`config.mk`:
```
export PLATFORM = sky130hd
export DESIGN_NAME = framed_message_parser
export DESIGN_NICKNAME = d
export VERILOG_FILES = /design/src/rtl/fmp_pkg.sv /design/src/rtl/fmp_csr.sv /design/src/rtl/fmp_parser.sv /design/src/rtl/framed_message_parser.sv
export SDC_FILE = /design/constraint.sdc
export NUM_CORES = 1
export LEC_CHECK = 0
export ABC_AREA = 1
export BUFFER_PORTS_ARGS = -buffer_cell sky130_fd_sc_hd__buf_2
export CAP_MARGIN = 5
export CORE_MARGIN = 2
export CORE_UTILIZATION = 60
export CTS_CLUSTER_SIZE = 14
export DETAILED_ROUTE_END_ITERATION = 6
export HOLD_SLACK_MARGIN = 0.1
export MAX_ROUTING_LAYER = met4
export PLACE_DENSITY = 0.8
export SKIP_CTS_REPAIR_TIMING = 1
export SYNTH_ARGS = -nofsm -noshare
export SYNTH_HDL_FRONTEND = slang
export SYNTH_HIERARCHICAL = 1
export SYNTH_SLANG_ARGS = --single-unit
```
`constraint.sdc`:
```
create_clock -name clock -period 6.7 [get_ports clock]
set_input_delay 1.34 -clock clock [delete_from_list [all_inputs] [get_ports clock]]
set_output_delay 1.34 -clock clock [all_outputs]
set_load 0.01 [all_outputs]
```
`src/rtl/fmp_pkg.sv`:
```
// ----------------------------------------------------------------------------
// fmp_pkg
// Shared types and constants for the framed message parser.
// ----------------------------------------------------------------------------
package fmp_pkg;

   localparam int unsigned BYTE_W  = 8;
   localparam int unsigned LEN_W   = 16;
   localparam int unsigned POS_W   = 17;
   localparam int unsigned KIND_W  = 2;
   localparam int unsigned CSR_IDX_W = 2;

   // result kinds
   localparam logic [KIND_W-1:0] KIND_PAYLOAD   = 2'd0;
   localparam logic [KIND_W-1:0] KIND_GOOD      = 2'd1;
   localparam logic [KIND_W-1:0] KIND_CSUM_ERR  = 2'd2;
   localparam logic [KIND_W-1:0] KIND_LEN_ERR   = 2'd3;

   // register indexes
   localparam logic [CSR_IDX_W-1:0] CSR_SYNC_FIRST  = 2'd0;
   localparam logic [CSR_IDX_W-1:0] CSR_SYNC_SECOND = 2'd1;
   localparam logic [CSR_IDX_W-1:0] CSR_MAX_PAYLOAD = 2'd2;

   localparam logic [LEN_W-1:0] MAX_PAYLOAD_RESET = 16'd249;

   // frame positions before the payload
   localparam logic [POS_W-1:0] POS_SYNC_FIRST  = 17'd0;
   localparam logic [POS_W-1:0] POS_SYNC_SECOND = 17'd1;
   localparam logic [POS_W-1:0] POS_ID          = 17'd2;
   localparam logic [POS_W-1:0] POS_LEN_LOW     = 17'd3;
   localparam logic [POS_W-1:0] POS_LEN_HIGH    = 17'd4;
   localparam logic [POS_W-1:0] HEADER_BYTES    = 17'd5;

   typedef struct packed {
      logic [BYTE_W-1:0] sync_first;
      logic [BYTE_W-1:0] sync_second;
      logic [LEN_W-1:0]  max_payload;
   } cfg_type;

   typedef struct packed {
      logic [KIND_W-1:0] kind;
      logic [BYTE_W-1:0] message_id;
      logic [BYTE_W-1:0] payload_byte;
      logic [LEN_W-1:0]  payload_index;
      logic [LEN_W-1:0]  frame_length;
   } result_type;

endpackage

```
`src/rtl/fmp_csr.sv`:
```
// ----------------------------------------------------------------------------
// fmp_csr
// Configuration registers: sync bytes and payload length limit.
// ----------------------------------------------------------------------------
module fmp_csr (
   input  logic                              clock,
   input  logic                              reset,
   input  logic                              csr_write_en,
   input  logic [fmp_pkg::CSR_IDX_W-1:0]     csr_index,
   input  logic [fmp_pkg::LEN_W-1:0]         csr_wdata,
   output fmp_pkg::cfg_type                  cfg
);

   fmp_pkg::cfg_type cfg_ff;
   fmp_pkg::cfg_type cfg_in;

   always_comb begin
      cfg_in = cfg_ff;
      if (csr_write_en) begin
         case (csr_index)
            fmp_pkg::CSR_SYNC_FIRST:  cfg_in.sync_first  = csr_wdata[fmp_pkg::BYTE_W-1:0];
            fmp_pkg::CSR_SYNC_SECOND: cfg_in.sync_second = csr_wdata[fmp_pkg::BYTE_W-1:0];
            fmp_pkg::CSR_MAX_PAYLOAD: cfg_in.max_payload = csr_wdata;
            default: ;
         endcase
      end
   end

   always_ff @(posedge clock) begin
      if (reset) begin
         cfg_ff.sync_first  <= '0;
         cfg_ff.sync_second <= '0;
         cfg_ff.max_payload <= fmp_pkg::MAX_PAYLOAD_RESET;
      end else begin
         cfg_ff <= cfg_in;
      end
   end

   assign cfg = cfg_ff;

endmodule

```
`src/rtl/fmp_parser.sv`:
```
// ----------------------------------------------------------------------------
// fmp_parser
// Frame state and per-byte step: sync search, header capture, running sums,
// payload pass-through and end-of-frame check.
// ----------------------------------------------------------------------------
module fmp_parser (
   input  logic                         clock,
   input  logic                         reset,
   input  logic                         step,
   input  logic [fmp_pkg::BYTE_W-1:0]   rx_byte,
   input  fmp_pkg::cfg_type             cfg,
   output logic                         emit,
   output fmp_pkg::result_type          result
);

   logic [fmp_pkg::POS_W-1:0]  position_ff, position_in;
   logic [fmp_pkg::BYTE_W-1:0] length_low_ff, length_low_in;
   logic [fmp_pkg::LEN_W-1:0]  payload_length_ff, payload_length_in;
   logic [fmp_pkg::BYTE_W-1:0] current_id_ff, current_id_in;
   logic [fmp_pkg::BYTE_W-1:0] sum_a_ff, sum_a_in;
   logic [fmp_pkg::BYTE_W-1:0] sum_b_ff, sum_b_in;

   logic [fmp_pkg::BYTE_W-1:0] acc_a;
   logic [fmp_pkg::BYTE_W-1:0] acc_b;
   logic [fmp_pkg::POS_W-1:0]  frame_end;
   logic [fmp_pkg::POS_W-1:0]  pay_offset;
   logic [fmp_pkg::LEN_W-1:0]  rx_len;
   logic [fmp_pkg::BYTE_W-1:0] sync_want;

   assign acc_a      = sum_a_ff + rx_byte;
   assign acc_b      = sum_b_ff + acc_a;
   assign frame_end  = fmp_pkg::HEADER_BYTES + {1'b0, payload_length_ff};
   assign pay_offset = position_ff - fmp_pkg::HEADER_BYTES;
   assign rx_len     = {rx_byte, length_low_ff};
   assign sync_want  = (position_ff == fmp_pkg::POS_SYNC_FIRST) ? cfg.sync_first
                                                                : cfg.sync_second;

   always_comb begin
      position_in       = position_ff;
      length_low_in     = length_low_ff;
      payload_length_in = payload_length_ff;
      current_id_in     = current_id_ff;
      sum_a_in          = sum_a_ff;
      sum_b_in          = sum_b_ff;
      emit              = 1'b0;
      result.kind          = fmp_pkg::KIND_PAYLOAD;
      result.message_id    = current_id_ff;
      result.payload_byte  = '0;
      result.payload_index = '0;
      result.frame_length  = payload_length_ff;

      if (position_ff == fmp_pkg::POS_SYNC_FIRST ||
          position_ff == fmp_pkg::POS_SYNC_SECOND) begin
         // mismatching sync byte is dropped, position holds
         if (rx_byte == sync_want) begin
            sum_a_in    = acc_a;
            sum_b_in    = acc_b;
            position_in = position_ff + 1'b1;
         end
      end else if (position_ff == fmp_pkg::POS_ID) begin
         current_id_in = rx_byte;
         sum_a_in      = acc_a;
         sum_b_in      = acc_b;
         position_in   = fmp_pkg::POS_LEN_LOW;
      end else if (position_ff == fmp_pkg::POS_LEN_LOW) begin
         length_low_in = rx_byte;
         sum_a_in      = acc_a;
         sum_b_in      = acc_b;
         position_in   = fmp_pkg::POS_LEN_HIGH;
      end else if (position_ff == fmp_pkg::POS_LEN_HIGH) begin
         if (rx_len > cfg.max_payload) begin
            emit                = 1'b1;
            result.kind         = fmp_pkg::KIND_LEN_ERR;
            result.frame_length = rx_len;
            position_in         = '0;
            length_low_in       = '0;
            payload_length_in   = '0;
            sum_a_in            = '0;
            sum_b_in            = '0;
         end else begin
            payload_length_in = rx_len;
            sum_a_in          = acc_a;
            sum_b_in          = acc_b;
            position_in       = fmp_pkg::HEADER_BYTES;
         end
      end else if (position_ff < frame_end) begin
         emit                 = 1'b1;
         result.kind          = fmp_pkg::KIND_PAYLOAD;
         result.payload_byte  = rx_byte;
         result.payload_index = pay_offset[fmp_pkg::LEN_W-1:0];
         sum_a_in             = acc_a;
         sum_b_in             = acc_b;
         position_in          = position_ff + 1'b1;
      end else if (position_ff == frame_end && rx_byte == sum_a_ff) begin
         position_in = position_ff + 1'b1;
      end else begin
         // first check byte wrong, or second check byte
         emit        = 1'b1;
         result.kind = (position_ff != frame_end && rx_byte == sum_b_ff)
                       ? fmp_pkg::KIND_GOOD : fmp_pkg::KIND_CSUM_ERR;
         position_in       = '0;
         length_low_in     = '0;
         payload_length_in = '0;
         sum_a_in          = '0;
         sum_b_in          = '0;
      end
   end

   always_ff @(posedge clock) begin
      if (reset) begin
         position_ff       <= '0;
         length_low_ff     <= '0;
         payload_length_ff <= '0;
         current_id_ff     <= '0;
         sum_a_ff          <= '0;
         sum_b_ff          <= '0;
      end else if (step) begin
         position_ff       <= position_in;
         length_low_ff     <= length_low_in;
         payload_length_ff <= payload_length_in;
         current_id_ff     <= current_id_in;
         sum_a_ff          <= sum_a_in;
         sum_b_ff          <= sum_b_in;
      end
   end

endmodule

```
`src/rtl/framed_message_parser.sv`:
```
// ----------------------------------------------------------------------------
// framed_message_parser
// Byte-stream frame parser with a pair of running 8-bit check sums.
//
//   channel   dir   handshake              word
//   req_      in    req_valid/req_ready    req_rx_byte
//   rsp_      out   rsp_valid/rsp_ready    kind, id, byte, index, length
//   csr_      in    csr_write_en           csr_index, csr_wdata
//
// One byte per cycle sustained when not stalled. Bytes are parsed from the
// input register; words go to the result register. Synchronous reset clears
// frame state and valid flags and reloads the configuration, not the data
// registers. A stalled result word holds the pipe; the input register still
// takes a byte whenever the step behind it can move.
// ----------------------------------------------------------------------------
module framed_message_parser (
   input  logic                              clock,
   input  logic                              reset,
   input  logic                              req_valid,
   output logic                              req_ready,
   input  logic [fmp_pkg::BYTE_W-1:0]        req_rx_byte,
   output logic                              rsp_valid,
   input  logic                              rsp_ready,
   output logic [fmp_pkg::KIND_W-1:0]        rsp_kind,
   output logic [fmp_pkg::BYTE_W-1:0]        rsp_message_id,
   output logic [fmp_pkg::BYTE_W-1:0]        rsp_payload_byte,
   output logic [fmp_pkg::LEN_W-1:0]         rsp_payload_index,
   output logic [fmp_pkg::LEN_W-1:0]         rsp_frame_length,
   input  logic                              csr_write_en,
   input  logic [fmp_pkg::CSR_IDX_W-1:0]     csr_index,
   input  logic [fmp_pkg::LEN_W-1:0]         csr_wdata
);

   fmp_pkg::cfg_type    cfg;
   fmp_pkg::result_type step_result;
   fmp_pkg::result_type rsp_ff;
   logic                step_emit;

   logic                        in_valid_ff, in_valid_in;
   logic [fmp_pkg::BYTE_W-1:0]  in_byte_ff;
   logic                        rsp_valid_ff, rsp_valid_in;
   logic                        out_free;
   logic                        advance;

   assign out_free  = !rsp_valid_ff || rsp_ready;
   assign advance   = in_valid_ff && out_free;
   assign req_ready = !in_valid_ff || advance;

   assign in_valid_in  = (req_valid && req_ready) ? 1'b1 : (advance ? 1'b0 : in_valid_ff);
   assign rsp_valid_in = advance ? step_emit : (rsp_ready ? 1'b0 : rsp_valid_ff);

   fmp_csr u_csr (
      .clock        (clock),
      .reset        (reset),
      .csr_write_en (csr_write_en),
      .csr_index    (csr_index),
      .csr_wdata    (csr_wdata),
      .cfg          (cfg)
   );

   fmp_parser u_parser (
      .clock   (clock),
      .reset   (reset),
      .step    (advance),
      .rx_byte (in_byte_ff),
      .cfg     (cfg),
      .emit    (step_emit),
      .result  (step_result)
   );

   always_ff @(posedge clock) begin
      if (reset) begin
         in_valid_ff  <= 1'b0;
         rsp_valid_ff <= 1'b0;
      end else begin
         in_valid_ff  <= in_valid_in;
         rsp_valid_ff <= rsp_valid_in;
      end
   end

   always_ff @(posedge clock) begin
      if (req_valid && req_ready) begin
         in_byte_ff <= req_rx_byte;
      end
      if (advance && step_emit) begin
         rsp_ff <= step_result;
      end
   end

   assign rsp_valid         = rsp_valid_ff;
   assign rsp_kind          = rsp_ff.kind;
   assign rsp_message_id    = rsp_ff.message_id;
   assign rsp_payload_byte  = rsp_ff.payload_byte;
   assign rsp_payload_index = rsp_ff.payload_index;
   assign rsp_frame_length  = rsp_ff.frame_length;

endmodule

```
==> metrics.md, run 1 <==
| Metric | Value |
|---|---|
| Main area contributors after synthesis | dfxtp_1, edfxtp_1, nand2_1, ha_1, nor2_1 |
| DRT Pass-1 Iters | 5 |
| FMAX | 201 MHz |
| DIE AREA | 16,400 sq um |
| Hold path startpoint | u_parser/current_id_ff[0]$_SDFFE_PP0P_ |
| Area Overhead vs Synth | 10.6% |
| Port Buf Inserts | 82 |
| Die height | 128 microns |
| M3 GR Usage | 6.68% |
| DRT iter0 DRCs | 671 |
| FF+latch count, synth | 157 |
| Via Count | 8,262 |
| Crit-path cells | ha_1 -> o21ai_0 -> nor3_1 -> nand2_1 -> nor3_1 -> nand4_1 -> nor2_1 -> nand3_1 -> ha_1 -> nand4_1 -> nor3_1 -> nand2_1 -> nand2_1 -> nand2_1 -> nand2_2 -> nand3_1 -> o21ai_0 -> a21oi_1 |
| IO Pins | 83 |
| Outcome | completed |
| GRT Util Overall | 29.4% |
| Final setup fails | 0 |
| CTS root buf | clkbuf_16 |
| Startpoint types | flop |
| Synth Flop Type | dfxtp_1 |
| MaxCap Viol Count | 0 |
| Slew Limit Fails | 0 |
| Clock skew | 0.00810 ns |
| Worst Path Arrival | 5.27 ns |
| Synth area leader | dfxtp_1 |
| R2R Path Start | u_parser/payload_length_ff[0]$_SDFFE_PP0P_ |
| Hpwl dp | 15,800 microns |
| Layout Cells excl Fill | 1,473 |
| Peak VDD IR | 0.000343 V |
| Static leakage | 4.72 nW |
| Hold Crit Class | reg -> reg |
| Crit path launch | u_parser/payload_length_ff[0]$_SDFFE_PP0P_ |
| Gate count of the mapped netlist | 1,217 |
| Clk sinks | 157 |
| Global route total overflow | 0 |
| Netlist cell types | 44 |
| Skew-Pair Late Insertion Delay | 0.45 ns |
| RSZ-0062 raised after global routing | false |
| N_diodes | 0 |
| Initial Util | 61.1% |
| Critical Path Max Stage Delay | 0.62 ns |
| Post-synth top cells | nand2_1, nor2_1, inv_1 |
| Mapped Avg Cell Area | 7.60 sq um |
| Maximum net fanout on the critical path | 24 |
| WS Path Type | reg -> reg |
| Clock Power Share | 18.4% |
| Post-DR vias/cell | 5.61 |
| CTS Buffer Depth | 2 |
| Post-synthesis cell area | 9250 sq um |
| Post-synth EDFFs | 58 |
| Nets | 1,358 |
| Fin util | 67.5% |
| Sequential group share of total power | 30.9% |
| Worst slew margin | 35.9% |
| NetSw | 2.30 mW |
| Pint | 2.72 mW |
| H-tree Lvls | 4 |
| Rows | 45 |
| Most common cell in the netlist | nand2_1 |
| Core box area | 15,100 sq um |
| Comb power frac | 50.6% |
| Yosys warning count | 6 |
| Routed wire length | 22,200 microns |
| Fill cell count | 1,256 |
| Drc violations | 0 |
| Asr flop ratio synth | 0% |
| Tcrit/Tclk final | 74.1% |
| Initial antenna violation count | 0 |
| Clock transition at path regs | 0.06 ns |
| CTS buffer count | 17 |
| Largest net degree at the start of global routing | 43 |
| Worst-Margin Slew | 0.961 ns |
| CP Capture Type | flop |
| Vias in the first global route | 7,658 |
| Power Dens Cells | 491 nW/um^2 |
| Fin. Hold Viols | 0 |
| Final min period | 4.97 ns |
| Synth Net Count | 1,303 |
| Die width | 128 microns |
| Share of layout cells above drive strength 1 | 12.1% |
| Routability cong. | 0.921 |
| Most used routing layer in global routing | met2 |
| Most Frequent Cell on Critical Path | nand2_1 |
| Slowest cell on crit path | nand3_1 |
| Remaining antenna violation count after routing | 0 |
| Routing usage on met1 | 36.1% |
| First-pass GRT wire length | 36,700 microns |
| Sequential element share of the synthesized area | 40.3% |
| Setup TNS | 0 ns |
| Sw frac | 45.8% |
| Drt wl/cell | 15.1 microns |
| M2 GR Usage | 47.6% |
| Yosys top cell area share | 21.4% |
| CTS tree | yes |
| Inst Count DP | 1,441 |
| Worst Path Required | 7.00 ns |
sequential cells by signal (all words and copies together), names as in the netlist, 2 cells and up:
register and count:
u_parser/position_ff 17, in_byte_ff 8, u_parser/current_id_ff 8, u_csr/cfg 32, rsp_kind 2, u_parser/payload_length_ff 16
u_parser/sum_a_ff 8, u_parser/length_low_ff 8, rsp_payload_byte 8, rsp_frame_length 16, u_parser/sum_b_ff 8, rsp_message_id 8
rsp_payload_index 16
metal layers:
| layer | share of wire [%] | vias to the layer above |
|---|---|---|
| li1 | - | 4100 |
| met1 | 43 | 3813 |
| met2 | 48 | 295 |
| met3 | 6.7 | 54 |
| met4 | 2.9 | 0 |
| met5 | 0 | - |
cells in the final DEF (no fill, tap or decap), drive strengths merged:
| cell | count |
|---|---|
| xnor2 | 11 |
| clkinvlp | 2 |
| nand3b | 7 |
| o221ai | 1 |
| a22oi | 2 |
| nor3b | 2 |
| buf | 85 |
| clkinv | 5 |
| mux2 | 7 |
| o21a | 1 |
| clkbuf | 21 |
| nand4 | 22 |
| nand2 | 242 |
| nor2 | 182 |
| edfxtp | 58 |
| nor3 | 27 |
| a31oi | 9 |
| ha | 53 |
| o21ai | 47 |
| dfxtp | 99 |
| o21bai | 2 |
| nor4 | 9 |
| nand3 | 84 |
| o211ai | 2 |
| o2111ai | 1 |
| a21o | 3 |
| a21oi | 99 |
| fa | 2 |
| inv | 157 |
| or2 | 1 |
| xor2 | 42 |
per-stage QoR:
| step | hold slack, ns | setup WS, ns | cell area (sq um) | total power, mW |
|---|---|---|---|---|
| 4_1_cts | 0.431 | 1.82 | 10200 | 5.00 |
| 5_1_grt | 0.446 | 0.974 | 10200 | 5.44 |
| 3_5_place_dp | 0.417 | 1.87 | 9660 | 4.06 |
| 6_report | 0.430 | 1.73 | 10200 | 5.02 |
| 3_3_place_gp | 0.415 | 2.00 | 9660 | 4.01 |
| 2_1_floorplan | 0.408 | 1.33 | 9250 | 3.50 |
worst max-delay path: cells and delay by family, from the launching register on:
kind	cells	cell delay, ns
and+or+nand+nor	13	3.28
DFF	1	0.38
AOI/OAI and AO/OA	3	0.62
adders and majority gates	2	0.55
cell families after synthesis:
| group | Yosys count | synth area share (%) |
|---|---|---|
| compound gates | 167 | 9.63 |
| xor+xnor | 53 | 5.02 |
| fa+ha+maj | 55 | 7.60 |
| buf+inv | 202 | 9.04 |
| flops | 157 | 40.3 |
| mux | 7 | 0.852 |
| simple gates | 576 | 27.6 |
power groups by stage:
stage | logic (mW) | registers (mW) | clock network, mW
after CTS | 2.52 | 1.55 | 0.928
final | 2.54 | 1.55 | 0.925
after floorplan | 1.94 | 1.56 | 0
after global placement | 2.45 | 1.56 | 0
after global routing | 2.89 | 1.58 | 0.971
after detailed placement | 2.49 | 1.57 | 0
cell type report:
type                    count  area (sq um)  share of cell area [%]
multi-input cells         858          4700                    45.9
flip-flops and latches    157          3720                    36.4
inverters                 153           574                    5.62
clock buffers              21           482                    4.71
repair buffers             85           433                    4.23
well taps                 188           235                    2.30
clock inverters            11          80.1                   0.783
final timing paths:
| path | depth (start not counted) | endpoint | slack (ns) |
|---|---|---|---|
| setup / recovery | 18 | u_parser/payload_length_ff[9]$_SDFFE_PP0P_ | 1.73 |
| hold reg to reg | 0 | rsp_message_id[0]$_DFFE_PP_ | 0.43 |
| setup reg to reg | 18 | u_parser/payload_length_ff[9]$_SDFFE_PP0P_ | 1.73 |
| hold / removal | 0 | rsp_message_id[0]$_DFFE_PP_ | 0.43 |
Power figures use the tool's default switching activity.
==> run 2, diff against run 1 <==
--- a/config.mk
+++ b/config.mk
@@ -5,7 +5,7 @@
 export SDC_FILE = /design/constraint.sdc
 export NUM_CORES = 1
 export LEC_CHECK = 0
-export ABC_AREA = 1
+export ABC_AREA = 0
 export BUFFER_PORTS_ARGS = -buffer_cell sky130_fd_sc_hd__buf_2
 export CAP_MARGIN = 5
 export CORE_MARGIN = 2
@@ -14,7 +14,7 @@
 export DETAILED_ROUTE_END_ITERATION = 6
 export HOLD_SLACK_MARGIN = 0.1
 export MAX_ROUTING_LAYER = met4
-export PLACE_DENSITY = 0.8
+export PLACE_DENSITY = 0.81
 export SKIP_CTS_REPAIR_TIMING = 1
 export SYNTH_ARGS = -nofsm -noshare
 export SYNTH_HDL_FRONTEND = slang
==> constraint.sdc (replaced) <==
create_clock -name clock -period 4.9 [get_ports clock]
set_input_delay 0.98 -clock clock [delete_from_list [all_inputs] [get_ports clock]]
set_output_delay 0.98 -clock clock [all_outputs]
set_load 0.01 [all_outputs]
==> run 2 against run 1 <==
Compared with the run above: combinational power decreased by 94%; final cell count fell by 21%; clock skew increased by 0.0024 ns; critical path type unchanged; routed wire length fell by 9.1%; via count down 16%; largest power group is now sequential cells; critical path depth is 3 lower; sequential share of layout area grew 1.8 points; hold slack lost 0.0055 ns; power shrank 42%; clock power up 48%.
==> metrics.md, run 2 <==
| Metric | Value |
|---|---|
| Outcome | completed |
| Final min period | 4.13 ns |
| Worst-Margin Slew | 0.915 ns |
| Final WS setup | 0.768 ns |
| CTS Buffer Depth | 2 |
| Remaining antenna violation count after routing | 0 |
| R2R Path Start | u_parser/payload_length_ff[0]$_SDFFE_PP0P_ |
| Most common cell after layout, fill and taps aside | dfxtp_1 |
| CTS buffer count | 17 |
| Drc violations | 0 |
| Crit path launch | u_parser/payload_length_ff[0]$_SDFFE_PP0P_ |
| Gate count of the mapped netlist | 909 |
| Worst Path Arrival | 4.25 ns |
| Rows | 43 |
| Worst slew margin | 39.0% |
| CP endpoint | rsp_message_id[3]$_DFFE_PP_ |
| DRT Pass-1 Iters | 5 |
| Max reg flops | 32 |
| Die width | 124 microns |
| Clock transition at path regs | 0.07 ns |
| Share of layout cells above drive strength 1 | 15.3% |
| FF+latch count, synth | 157 |
| Vias in the first global route | 6,723 |
| RSZ-0062 raised after global routing | false |
| R2R cell count | 15 |
| Final setup fails | 0 |
| Reg2Reg Setup Slack | 0.77 ns |
| Most common cell in the netlist | dfxtp_1 |
| Synth Flop Type | dfxtp_1 |
| Static leakage | 4.03 nW |
| Synth Net Count | 995 |
| Tcrit/Tclk final | 84.3% |
| Post-synth top cells | dfxtp_1, a21oi_1, nor2_1 |
| Skew-Pair Late Insertion Delay | 0.43 ns |
| Placed inst area | 9130 sq um |
| Worst reg2reg endpoint | rsp_message_id[3]$_DFFE_PP_ |
| N_diodes | 0 |
| CTS tree | yes |
| Register area | 3720 sq um |
| Peak VDD IR | 0.000180 V |
| Drt wl/cell | 17.3 microns |
| Final Cell Area | 9740 sq um |
| Global route total overflow | 0 |
| IO Pins | 83 |
| Mapped Avg Cell Area | 9.47 sq um |
| Slew Limit Fails | 0 |
| Setup TNS | 0 ns |
| DIE AREA | 15,300 sq um |
| Maximum net fanout on the critical path | 37 |
| Core box area | 13,900 sq um |
| Inst Count DP | 1,133 |
| Most frequent cells in the layout | dfxtp_1, a21oi_1, buf_2 |
| Netlist cell types | 60 |
| Nets | 1,058 |
| Hold Crit Class | reg -> reg |
| Die height | 124 microns |
| Synth area leader | dfxtp_1 |
| Port Buf Inserts | 82 |
| Hpwl dp | 13,900 microns |
| Fin util | 69.9% |
| WS Path Type | reg -> reg |
| Fin. Hold Viols | 0 |
| MaxCap Viol Count | 0 |
| Routed wire length | 20,200 microns |
| Routability cong. | 0.933 |
| Initial Util | 61.8% |
| Worst Path Required | 5.02 ns |
| Sequential element share of the synthesized area | 43.3% |
| Post-synthesis cell area | 8610 sq um |
| H-tree Lvls | 4 |
| Layout Cells excl Fill | 1,165 |
| Initial antenna violation count | 0 |
| Area of the multi-input gates | 4540 sq um |
| Clk sinks | 157 |
| DRT iter0 DRCs | 606 |
| Yosys warning count | 6 |
| GRT Util Overall | 28.8% |
| Clock skew | 0.0105 ns |
| CTS root buf | clkbuf_16 |
| Dpl ws | 0.801 ns |
| Main area contributors after synthesis | dfxtp_1, edfxtp_1, ha_1, a21oi_1, mux2i_1 |
| First-pass GRT wire length | 33,100 microns |
| Power Dens Cells | 299 nW/um^2 |
| Post-synth EDFFs | 58 |
| Area Overhead vs Synth | 13.2% |
| Fill cell count | 1,049 |
| CP Capture Type | flop |
| Via Count | 6,917 |
| Largest net degree at the start of global routing | 48 |
| Yosys top cell area share | 23.0% |
| FMAX | 242 MHz |
| Startpoint types | flop |
| Post-DR vias/cell | 5.94 |
| Asr flop ratio synth | 0% |
[run 2: worst min path at each step]
stage	start	endpoint	cells past startpoint
global placement	u_parser/current_id_ff[2]$_SDFFE_PP0P_	rsp_message_id[2]$_DFFE_PP_	0
detailed placement	u_parser/current_id_ff[1]$_SDFFE_PP0P_	rsp_message_id[1]$_DFFE_PP_	0
floorplan	u_parser/current_id_ff[0]$_SDFFE_PP0P_	rsp_message_id[0]$_DFFE_PP_	0
global route	u_parser/current_id_ff[7]$_SDFFE_PP0P_	rsp_message_id[7]$_DFFE_PP_	0
CTS	u_parser/current_id_ff[1]$_SDFFE_PP0P_	rsp_message_id[1]$_DFFE_PP_	0
finish	u_parser/current_id_ff[1]$_SDFFE_PP0P_	rsp_message_id[1]$_DFFE_PP_	0
[run 2: critical path, stage by stage (launching register included)]
cell	delay (ns)
dfxtp_1	0.39
ha_1	0.22
nor2_1	0.07
nor3b_1	0.31
nand3_1	0.13
xor2_1	0.16
ha_1	0.29
and3_1	0.19
and3_1	0.19
a221o_1	0.28
o21ai_0	0.28
nand2_1	0.25
a31oi_1	0.20
nand2_1	0.12
nor2b_4	0.42
buf_12	0.28
[run 2: kinds of logic after synthesis]
group	after synthesis	synth area share, %
AOI/OAI and AO/OA	157	10.7
DFF	157	43.3
adders and majority gates	55	8.17
and+or+nand+nor	336	20.4
xor gates and xnor gates	64	6.51
buffers and inverters	83	4.09
muxes	57	6.89
[run 2: report_power, final]
| group | switching [mW] | internal [mW] | total, mW | leakage [nW] |
|---|---|---|---|---|
| registers | 0.0235 | 1.36 | 1.39 | 1.37 |
| logic | 0.0897 | 0.0668 | 0.156 | 2.37 |
| clock network | 0.556 | 0.814 | 1.37 | 0.293 |
[run 2: layout make-up]
class / instances / area share, %
Multi-Input combinational cell: 669 / 46.6
Sequential cell: 157 / 38.2
Timing Repair Buffer: 95 / 5.34
Clock buffer: 18 / 4.40
Tap cell: 180 / 2.31
Clock inverter: 14 / 1.87
Inverter: 32 / 1.23
[run 2: routing by layer]
layer  wire length [microns]  vias to the layer above  part of all wire (%)  GRT usage, %
li1                        -                     3346                     -             -
met1                    8550                     3251                    42          35.6
met2                    9630                      265                    48          46.5
met3                    1370                       55                   6.8          5.40
met4                     617                        0                   3.1          12.3
met5                       0                        -                     0             -
[run 2: per-stage QoR]
| step | total power [mW] | hold WS, ns |
|---|---|---|
| floorplan | 1.52 | 0.408 |
| global placement | 1.56 | 0.412 |
| detailed placement | 1.57 | 0.415 |
| CTS | 2.93 | 0.429 |
| global route | 3.00 | 0.440 |
| finish | 2.91 | 0.425 |
==> run 3, diff against run 2 <==
--- a/config.mk
+++ b/config.mk
@@ -9,12 +9,12 @@
 export BUFFER_PORTS_ARGS = -buffer_cell sky130_fd_sc_hd__buf_2
 export CAP_MARGIN = 5
 export CORE_MARGIN = 2
-export CORE_UTILIZATION = 60
+export CORE_UTILIZATION = 54
 export CTS_CLUSTER_SIZE = 14
 export DETAILED_ROUTE_END_ITERATION = 6
 export HOLD_SLACK_MARGIN = 0.1
 export MAX_ROUTING_LAYER = met4
-export PLACE_DENSITY = 0.81
+export PLACE_DENSITY = 0.77
 export SKIP_CTS_REPAIR_TIMING = 1
 export SYNTH_ARGS = -nofsm -noshare
 export SYNTH_HDL_FRONTEND = slang
==> constraint.sdc (replaced) <==
create_clock -name clock -period 3.4 [get_ports clock]
set_input_delay 0.68 -clock clock [delete_from_list [all_inputs] [get_ports clock]]
set_output_delay 0.68 -clock clock [all_outputs]
set_load 0.01 [all_outputs]
==> run 3 against run 2 <==
Compared with the run above: the flow now finishes with violations (setup timing); clock-buffer cell count shrank 1; sequential power grew 42%; via count grew 3.4%; design area grew 7.8%; utilization shrank 3.1 points; clock power grew 36%; setup slack lost 0.77 ns; flip-flop and latch count is the same; register-to-register slack lost 0.77 ns; largest cell class unchanged; highest routed layer unchanged.
==> metrics.md, run 3 (synthesized netlist as in run 2, its figures left out) <==
| Metric | Value |
|---|---|
| First-pass GRT wire length | 32,400 microns |
| CTS tree | yes |
| CTS Buffer Depth | 2 |
| NetSw | 1.01 mW |
| MaxCap Viol Count | 0 |
| Worst-Margin Slew | 0.935 ns |
| Maximum net fanout on the critical path | 9 |
| WS Path Type | reg -> reg |
| Vias in the first global route | 6,476 |
| Slowest cell on crit path | dfxtp_4 |
| Initial Util | 54.8% |
| Clock transition at path regs | 0.07 ns |
| Post-DR vias/cell | 5.69 |
| Initial antenna violation count | 0 |
| Clk sinks | 157 |
| Final WS setup | -0.000367 ns |
| Worst min-delay path endpoint | in_byte_ff[5]$_DFFE_PP_ |
| N_diodes | 0 |
| R2R Path Start | u_parser/payload_length_ff[0]$_SDFFE_PP0P_ |
| Setup TNS | -0.000461 ns |
| Final min period | 3.40 ns |
| Worst Path Required | 3.55 ns |
| Worst Path Arrival | 3.56 ns |
| Power Total | 4.12 mW |
| Routability cong. | 0.916 |
| Sw frac | 24.5% |
| Placed inst area | 9540 sq um |
| R2R cell count | 17 |
| Skew-Pair Late Insertion Delay | 0.44 ns |
| Failing checks | setup timing |
| Comb power frac | 6.5% |
| Peak VDD IR | 0.000337 V |
| Fill cell count | 1,232 |
| CP Capture Type | flop |
| Most frequent cells in the layout | dfxtp_1, a21oi_1, buf_2 |
| CTS root buf | clkbuf_16 |
| H-tree Lvls | 4 |
| Core box area | 15,700 sq um |
| CTS buffer count | 17 |
| RSZ-0062 raised after global routing | true |
| Crit-path cells | ha_4 -> nor2_4 -> nor3b_2 -> nand3_1 -> xor2_1 -> ha_1 -> and3_4 -> and3_4 -> a221o_1 -> o21ai_2 -> nand2_2 -> buf_6 -> a31oi_4 -> nand2_2 -> nor2b_4 -> buf_12 -> clkbuf_16 |
| Worst reg2reg endpoint | rsp_payload_index[15]$_DFFE_PP_ |
| Slew Limit Fails | 0 |
| Die width | 130 microns |
| Clock Power Share | 45.4% |
| Sequential group share of total power | 48.2% |
| WL met2 | 10,200 microns |
| Worst path bufs/invs | 3 |
| Via Count | 7,151 |
| Routed wire length | 21,200 microns |
| DRT Pass-1 Iters | 5 |
| Delay-heaviest family, CP | simple AND/OR/NAND/NOR gates |
| Remaining antenna violation count after routing | 0 |
| Largest net degree at the start of global routing | 67 |
| Power Dens Cells | 392 nW/um^2 |
| Max reg flops | 32 |
| Final setup fails | 2 |
| Reg2Reg Setup Slack | -0.0004 ns |
| Top sig layer | met4 |
| Hold slack | 0.423 ns |
| Fin. Hold Viols | 0 |
| Die height | 130 microns |
| Static leakage | 4.38 nW |
| Final Cell Area | 10,500 sq um |
| Hpwl dp | 14,400 microns |
| DRT iter0 DRCs | 560 |
| Fin util | 66.9% |
| Critical Path Max Stage Delay | 0.37 ns |
| FMAX | 294 MHz |
| Share of layout cells above drive strength 1 | 23.1% |
| Outcome | finished with violations |
| Drt wl/cell | 16.8 microns |
| Port Buf Inserts | 82 |
| Nets | 1,114 |
| Hold Path Cell Cnt | 1 |
| IO Pins | 83 |
| Met3 wire length | 1190 microns |
| DIE AREA | 17,000 sq um |
| Most common cell after layout, fill and taps aside | dfxtp_1 |
| Hold Crit Class | in -> reg |
| Clock skew | 0.0109 ns |
| Worst slew margin | 37.7% |
| Global route total overflow | 0 |
| Tcrit/Tclk final | 100% |
| Area Overhead vs Synth | 22.1% |
| GRT Util Overall | 25.5% |
| Rows | 46 |
| Metal-1 WL | 9140 microns |
| Startpoint types | flop |
| Drc violations | 0 |
| Pint | 3.11 mW |
| Hold path startpoint | req_rx_byte[5] |
## run 3: how the worst max path moves through the flow
stage,startpoint,end,slack [ns],depth (start not counted)
finish,u_parser/payload_length_ff[0]$_SDFFE_PP0P_,rsp_payload_index[15]$_DFFE_PP_,-0.0004,17
global route,u_parser/payload_length_ff[0]$_SDFFE_PP0P_,rsp_payload_index[15]$_DFFE_PP_,-0.12,17
CTS,u_parser/payload_length_ff[3]$_SDFFE_PP0P_,u_parser/sum_b_ff[0]$_SDFFE_PP0P_,-0.27,13
detailed placement,u_parser/payload_length_ff[3]$_SDFFE_PP0P_,u_parser/sum_b_ff[5]$_SDFFE_PP0P_,-0.23,13
global placement,u_parser/payload_length_ff[1]$_SDFFE_PP0P_,u_parser/sum_a_ff[1]$_SDFFE_PP0P_,-0.14,14
floorplan,u_parser/payload_length_ff[1]$_SDFFE_PP0P_,rsp_frame_length[0]$_DFFE_PP_,-0.25,14
## run 3: final cells by class
type | count | area [sq um] | share of cell area (%)
clock inverters | 15 | 164 | 1.56
flip-flops and latches | 157 | 3730 | 35.5
repair buffers | 151 | 1090 | 10.3
multi-input cells | 669 | 4710 | 44.8
well taps | 216 | 270 | 2.57
inverters | 32 | 120 | 1.14
clock buffers | 17 | 425 | 4.05
## run 3: power groups by stage
stage          logic [mW]  registers [mW]  clock network (mW)
2_1_floorplan       0.169            2.02                   0
3_3_place_gp        0.243            2.03                   0
3_5_place_dp        0.250            2.03                   0
4_1_cts             0.252            1.98                1.89
5_1_grt             0.290            1.98                1.96
6_report            0.267            1.98                1.87
## run 3: worst register-to-register path: cells and delay by family, from the launching register on
family | cells | cell delay [ns]
buffers and inverters | 3 | 0.49
DFF | 1 | 0.37
adders and majority gates | 2 | 0.45
xor gates and xnor gates | 1 | 0.17
AOI/OAI and AO/OA | 3 | 0.62
and+or+nand+nor | 8 | 1.03
## run 3: through the flow
stage	setup slack (ns)	std cells
CTS	-0.274	1244
global route	-0.121	1257
global placement	-0.136	1212
finish	-0.000367	1257
floorplan	-0.254	909
detailed placement	-0.235	1212
## run 3: routing by layer
| layer | GRT usage (%) | vias up |
|---|---|---|
| li1 | - | 3467 |
| met1 | 32.1 | 3388 |
| met2 | 41.7 | 250 |
| met3 | 3.94 | 46 |
| met4 | 9.42 | 0 |
| met5 | - | - |
